<file path="config.mk">
export PLATFORM = sky130hd
export DESIGN_NAME = iipb_front
export DESIGN_NICKNAME = d
export VERILOG_FILES = /design/src/iipb_pkg.sv /design/src/iipb_front.sv
export VERILOG_INCLUDE_DIRS = /design/src /design/src/src
export SDC_FILE = /design/constraint.sdc
export NUM_CORES = 1
export LEC_CHECK = 0
export BUFFER_PORTS_ARGS = -buffer_cell sky130_fd_sc_hd__buf_4
export CAP_MARGIN = 15
export CORE_ASPECT_RATIO = 1.5
export CORE_MARGIN = 1.5
export CORE_UTILIZATION = 45
export DETAILED_ROUTE_END_ITERATION = 16
export PLACE_DENSITY = 0.7
export SYNTH_ARGS = -nofsm -noshare
export SYNTH_HDL_FRONTEND = slang
export SYNTH_SLANG_ARGS = --single-unit
</file>
<file path="constraint.sdc">
create_clock -name clk -period 6.2 [get_ports clk]
set_input_delay 1.55 -clock clk [delete_from_list [all_inputs] [get_ports clk]]
set_output_delay 1.55 -clock clk [all_outputs]
set_load 0.02 [all_outputs]
</file>
<file path="src/assert_macros.svh">
// Assertion macros shared by the posting builder modules.
`ifndef ASSERT_MACROS_SVH
`define ASSERT_MACROS_SVH
`ifndef SYNTHESIS
// Property checked on every clock while out of reset.
`define IIPB_ASSERT(lbl, prop) \
	lbl: assert property (@(posedge clk) disable iff (!arst_n) (prop)) \
		else $error("posting builder assertion failed");
// Condition that must never be seen while out of reset.
`define IIPB_NEVER(lbl, cond) \
	lbl: assert property (@(posedge clk) disable iff (!arst_n) !(cond)) \
		else $error("posting builder forbidden condition seen");
`else
`define IIPB_ASSERT(lbl, prop)
`define IIPB_NEVER(lbl, cond)
`endif
`endif

</file>
<file path="src/iipb_pkg.sv">
// Types and constants for the inverted index posting builder.
package iipb_pkg;

	localparam int WNUM_W    = 13;
	localparam int DOC_IN_W  = 16;
	localparam int POS_W     = 7;
	localparam int LEN_OUT_W = 8;
	localparam int DIST_W    = 13;
	localparam int STATUS_W  = 3;
	localparam int S_TDATA_W = 40;
	localparam int M_TDATA_W = 40;

	typedef enum logic {
		KIND_ADD  = 1'b0,
		KIND_READ = 1'b1
	} kind_t;

	typedef enum logic [STATUS_W-1:0] {
		STAT_APPENDED  = 3'd0,
		STAT_DUPLICATE = 3'd1,
		STAT_LIST_FULL = 3'd2,
		STAT_READ_OK   = 3'd3,
		STAT_READ_PAST = 3'd4
	} status_t;

	typedef enum logic [2:0] {
		BK_CLEAR,
		BK_IDLE,
		BK_LEN,
		BK_SCAN,
		BK_APPEND,
		BK_RDATA,
		BK_DONE
	} back_state_t;

	// classified request handed from front to back
	typedef struct packed {
		kind_t               kind;
		logic                in_range;
		logic [WNUM_W-1:0]   windex;
		logic [DOC_IN_W-1:0] doc_number;
		logic [POS_W-1:0]    entry_position;
	} cmd_t;

	typedef struct packed {
		status_t              status;
		logic [LEN_OUT_W-1:0] list_length;
		logic [DOC_IN_W-1:0]  doc_read;
		logic [DIST_W-1:0]    distinct_words;
	} res_t;

endpackage

</file>
<file path="src/iipb_front.sv">
// Front end: accepts requests, checks the word range, queues commands.
`include "assert_macros.svh"
module iipb_front import iipb_pkg::*; #(
	parameter int WORD_COUNT = 4096
) (
	input  logic                 clk,
	input  logic                 arst_n,
	input  logic                 s_tvalid,
	output logic                 s_tready,
	input  logic [S_TDATA_W-1:0] s_tdata,
	input  logic                 s_tuser,
	input  logic                 hold,
	output logic                 cmd_valid,
	input  logic                 cmd_ready,
	output cmd_t                 cmd
);

	localparam logic [1:0] Q_DEPTH = 2'd2;

	logic [WNUM_W-1:0] word_number;
	cmd_t              cmd_in;
	cmd_t              q_mem [0:1];
	logic              wr_ptr_q;
	logic              rd_ptr_q;
	logic [1:0]        count_q;
	logic              push;
	logic              pop;

	assign word_number = s_tdata[WNUM_W-1:0];

	always_comb begin
		cmd_in.kind           = kind_t'(s_tuser);
		cmd_in.in_range       = (word_number != '0) &&
		                        (32'(word_number) <= 32'(WORD_COUNT));
		cmd_in.windex         = word_number - WNUM_W'(1);
		cmd_in.doc_number     = s_tdata[WNUM_W +: DOC_IN_W];
		cmd_in.entry_position = s_tdata[WNUM_W + DOC_IN_W +: POS_W];
	end

	assign s_tready  = (count_q != Q_DEPTH) && !hold;
	assign push      = s_tvalid && s_tready;
	assign cmd_valid = (count_q != 2'd0);
	assign pop       = cmd_valid && cmd_ready;
	assign cmd       = q_mem[rd_ptr_q];

	always_ff @(posedge clk or negedge arst_n) begin
		if (!arst_n) begin
			wr_ptr_q <= 1'b0;
			rd_ptr_q <= 1'b0;
			count_q  <= 2'd0;
		end else begin
			if (push) begin
				wr_ptr_q <= !wr_ptr_q;
			end
			if (pop) begin
				rd_ptr_q <= !rd_ptr_q;
			end
			count_q <= count_q + 2'(push) - 2'(pop);
		end
	end

	always_ff @(posedge clk) begin
		if (push) begin
			q_mem[wr_ptr_q] <= cmd_in;
		end
	end

	`IIPB_ASSERT(a_queue_bound, count_q <= Q_DEPTH)

endmodule

</file>
Yosys cells after proc, flatten, opt, wreduce, memory -nomap -nowiden
Memories as Yosys holds them, arrays and structs flattened.
Index checks and enable logic that the tools add are counted.
{"block": "totals", "reg_bits": 4, "mem_bits_rw": 76, "output_inout_bits": 40, "memories": 1}
{"name": "q_mem", "depth": 2, "width": 38, "rd": 1, "rd_ports_with_merged_regs": 0, "write_ports": 1, "line": "iipb_front.sv:22", "rtl": "cmd_t q_mem [0:1];"}
{"block": "classes", "n_addsub": 3, "magnitude_cmp": 1, "eq_ne": 1, "mux": 2, "reduce_logical": 9}
{"cell": "13-bit <= comparator, second input constant", "count": 1}
{"cell": "13-bit nonzero test", "count": 1}
{"cell": "13-bit by 1-bit subtractor with 13-bit output, second input constant", "count": 1}
{"cell": "1-bit logical AND", "count": 4}
{"cell": "1-bit zero test", "count": 3}
{"cell": "2-bit by 1-bit adder with 2-bit output", "count": 1}
{"cell": "1-bit two-way mux", "count": 2}
{"cell": "2-bit != test, second input constant", "count": 1}
{"cell": "2-bit nonzero test", "count": 1}
{"cell": "2-bit by 1-bit subtractor with 2-bit output", "count": 1}

Longest topological paths before layout
{"block": "depth", "depth_word": 5, "mapped_depth": 7, "depth_no_buf": 7}

Worst setup path before layout
Ideal clock, no wire load.
{"block": "synth_timing", "path_kind": "input to register", "startpoint": "in hold", "endpoint": "mem q_mem[0][0] in the netlist's numbering (enable)", "setup_time_ns": 0.433, "arrival_ns": 3.474, "required_time_ns": 5.767, "setup_slack_ns": 2.293, "path_stages": 2, "n_path_buf": 0, "path_cell_list": "a211o_1 > nor2_1"}
{"block": "synth_via", "elab_chain_len": 5}
{"element": "from (decl)", "line": "iipb_front.sv:12", "rtl": "input logic hold,"}
{"element": "1-bit zero test", "line": "iipb_front.sv:40", "rtl": "assign s_tready = (count_q != Q_DEPTH) && !hold;"}
{"element": "1-bit logical AND", "line": "iipb_front.sv:40"}
{"element": "1-bit logical AND", "line": "iipb_front.sv:41", "rtl": "assign push = s_tvalid && s_tready;"}
{"element": "1-bit two-way mux", "line": "iipb_front.sv:63", "rtl": "if (push) begin"}
{"element": "1-bit two-way mux (implied by the code)", "line": "iipb_front.sv:64", "rtl": "q_mem[wr_ptr_q] <= cmd_in;"}
{"element": "to (decl)", "line": "iipb_front.sv:22"}
No other way between the ends.

Worst setup path after layout
{"block": "layout_timing", "startpoint": "in hold", "endpoint": "out s_tready"}
{"block": "layout_via", "elab_chain_len": 2}
{"element": "1-bit zero test", "line": "iipb_front.sv:40"}
{"element": "1-bit logical AND", "line": "iipb_front.sv:40"}
{"element": "to (decl)", "line": "iipb_front.sv:9", "rtl": "output logic s_tready,"}
No other way between the ends.

==> metrics.yaml <==
outcome:
  outcome: "finished, violations left"
  violations: "design-rule violations"
timing:
  finalCriticalPeriod_ns: 3.52
  setup_tns_ns: 0
  slew_violations: 0
  clock.fmax_mhz: 284
  hold_viol: 0
  finalSetupViolations: 0
  rsz0062_at_grt: "no"
  slew_headroom_pct: 26.7
  final.period_utilization_pct: 56.8
  worst_slew_pin_slew_ns: 1.10
  fin_skew_ns: 0.00964
cts:
  htreeDepth: 3
  clock_latency_ns: 0.34
  cts_buffers: 9
  postCtsHoldBufs: 0
  cts_buffer_depth: 2
  cts-resized-gates: 0
  post_cts_buffers: 0
  clkTransAtPathRegs_ns: 0.08
  clock-root-buffer: "clkbuf_8"
  cts_tree: "built"
  cts_sinks: 80
route:
  num_vias: 1724
  wirelength_um: 5310
  wire_per_inst_um: 15.7
  vias_per_cell: 5.09
  drtPass1Iterations: 11
  drc: 1
  drt_iter0_markers: 68
  ant_nets: 0
final_layout:
  finalNonFillerCells: 339
  num_antenna_cells: 0
  drive_above_1_share_pct: 48.7
  final_cell_area_mm2: 0.00403
  layout-area-overhead-vs-synth_pct: 26.5
  nets: 307
worst_hold_path:
  holdPathStages: 1
  hold_path.class: "reg2reg"
yosys:
  synth-simple-area-share_pct: 4.56
  async_flop_share_pct: 5.00
  ys.flop_type: "edfxtp_1"
  ys_seq_area_share_pct: 74.8
  synth_top_family_by_area: "multiplexers"
  synthAdderAreaFrac_pct: 1.18
  yosysWarnings: 0
  synth_edf_count: 76
  synth.distinct_cells: 27
  yosys_register_bits: 80
  synth.mux.area_fraction_pct: 13.4
  synth_xor_area_share_pct: 4.40
  synth_compound_area_share_pct: 0.432
  syn_area_per_cell_um2: 18.7
  netlist_area_mm2: 0.00319
  syn-instance-count: 170
  synthesis.nets: 219
pwr:
  irDropWorstVdd_mv: 0.156
  combinationalPowerShare_pct: 32.3
  power_switching_w: 0.000484
  p_sw_share_pct: 31.1
  p_seq_share_pct: 48.3
  p_clk_share_pct: 19.4
  powerDensity_mw_per_mm2: 386
  p_int_w: 0.00107
  p_leak_nw: 1.51
job:
  maxCapViolCount: 0
placed_design:
  dp_hpwl_um: 3520
  io_buffers: 81
  gp_congestion: 0.703
  post_dp_cell_area_mm2: 0.00388
  dp.cells: 325
worst_setup_path:
  critPathLaunchType: "primary input"
  required_ns: 4.65
  criticalPathCategory: "in2out"
  r2r_cells: 3
  cp-end-kind: "primary output"
  crit_fanout: 2
  worstPathArrival_ns: 1.97
grt:
  grt_start_max_net_pins: 40
  grt_pass1_wl_um: 8060
  antenna_found_initial: 0
  grt_overflow: 0
  grt_pass1_vias: 1726
  grt.total_usage_pct: 14.5
die:
  start_util_pct: 46.5
  die_area_mm2: 0.00760
  rows: 37
  fp.dieH_um: 106
  chipWidth_um: 71.7
  core-area_mm2: 0.00685
  ios: 86
[critical path, cell delays in order]
cell,delay [ns]
buf_4,0.11
a21oi_1,0.14
buf_4,0.17
[path summary, 6_finish.rpt]
kind / end / slack [ns] / from
setup / recovery: s_tready / 2.68 / hold
hold / removal: count_q[0] / 0.53 / count_q[0]
setup reg to reg: q_mem[0][4] / 4.16 / count_q[0]
hold reg to reg: count_q[0] / 0.53 / count_q[0]
max in group asynchronous: rd_ptr_q / 5.10 / arst_n
min in group asynchronous: count_q[0] / 0.99 / arst_n
[cell families after synthesis]
kind of cell / count (synthesis)
DFF: 80
muxes: 38
and+or+nand+nor: 21
xor gates and xnor gates: 16
buffers and inverters: 10
adders and majority gates: 3
AOI/OAI and AO/OA: 2
[state kept, by name, summed over array words and instances, names as in the netlist]
signal,count
wr_ptr_q,1
rd_ptr_q,1
count_q,2
q_mem,76
[synthesized netlist by cell type, types with 3 or more instances]
library cell	count	share of area, %
nand2_1	3	0.35
nor3_1	3	0.47
dfrtp_1	4	3.1
mux2_1	9	3.2
inv_1	6	0.71
edfxtp_1	76	72
ha_1	3	1.2
clkbuf_1	3	0.35
xor2_1	7	1.9
mux2_2	29	10
xnor2_1	9	2.5
nor2_1	3	0.35
[layout by cell type (no fill, tap or decap), types with 2 or more instances in the layout]
master    synthesis  routed
xor2_1            7       7
clkbuf_8          0       9
dfrtp_1           4       3
xnor2_1           9       9
mux2_1            9       9
edfxtp_1         76      76
nand2_1           3       3
mux2_2           29      29
ha_1              3       3
nor2_1            3       2
inv_1             6       6
nor3_1            3       3
clkbuf_1          3       3
buf_4             0      81
[stage by stage]
| step | setup slack, ns | power [W] | hold slack (ns) | utilization, % |
|---|---|---|---|---|
| 2_1_floorplan | 2.29 | 0.00106 | 0.461 | - |
| 3_3_place_gp | 2.69 | 0.00127 | 0.511 | 56.7 |
| 3_5_place_dp | 2.68 | 0.00128 | 0.518 | 56.7 |
| 4_1_cts | 2.68 | 0.00158 | 0.536 | 58.8 |
| 5_1_grt | 2.64 | 0.00163 | 0.557 | 58.8 |
| 6_report | 2.68 | 0.00156 | 0.527 | 58.8 |
[layout make-up]
type                       instances  area [um^2]
sequential                        80         2380
clock inverter                     2         8.76
clock buffer                      12          135
timing repair buffer              81          608
multi-input combinational         80          773
inverter                           6         22.5
tap                               78         97.6
fill                             573         2820
[power by group through the flow]
stage | Combinational (W) | Clock (W) | Sequential, W
after floorplan | 0.000352 | 0 | 0.000708
after global placement | 0.000506 | 0 | 0.000763
after detailed placement | 0.000510 | 0 | 0.000769
after CTS | 0.000512 | 0.000314 | 0.000756
after global routing | 0.000534 | 0.000331 | 0.000763
final | 0.000503 | 0.000302 | 0.000751
[metal layers]
| layer | track usage [%] | vias up | share of wire, % |
|---|---|---|---|
| li1 | - | 822 | - |
| met1 | 14.8 | 843 | 37 |
| met4 | 10.4 | 0 | 3.1 |
| met2 | 25.4 | 47 | 56 |
| met3 | 3.03 | 12 | 4.0 |
| met5 | 0 | - | 0 |
Note: power is estimated with default switching activity, not from simulation.
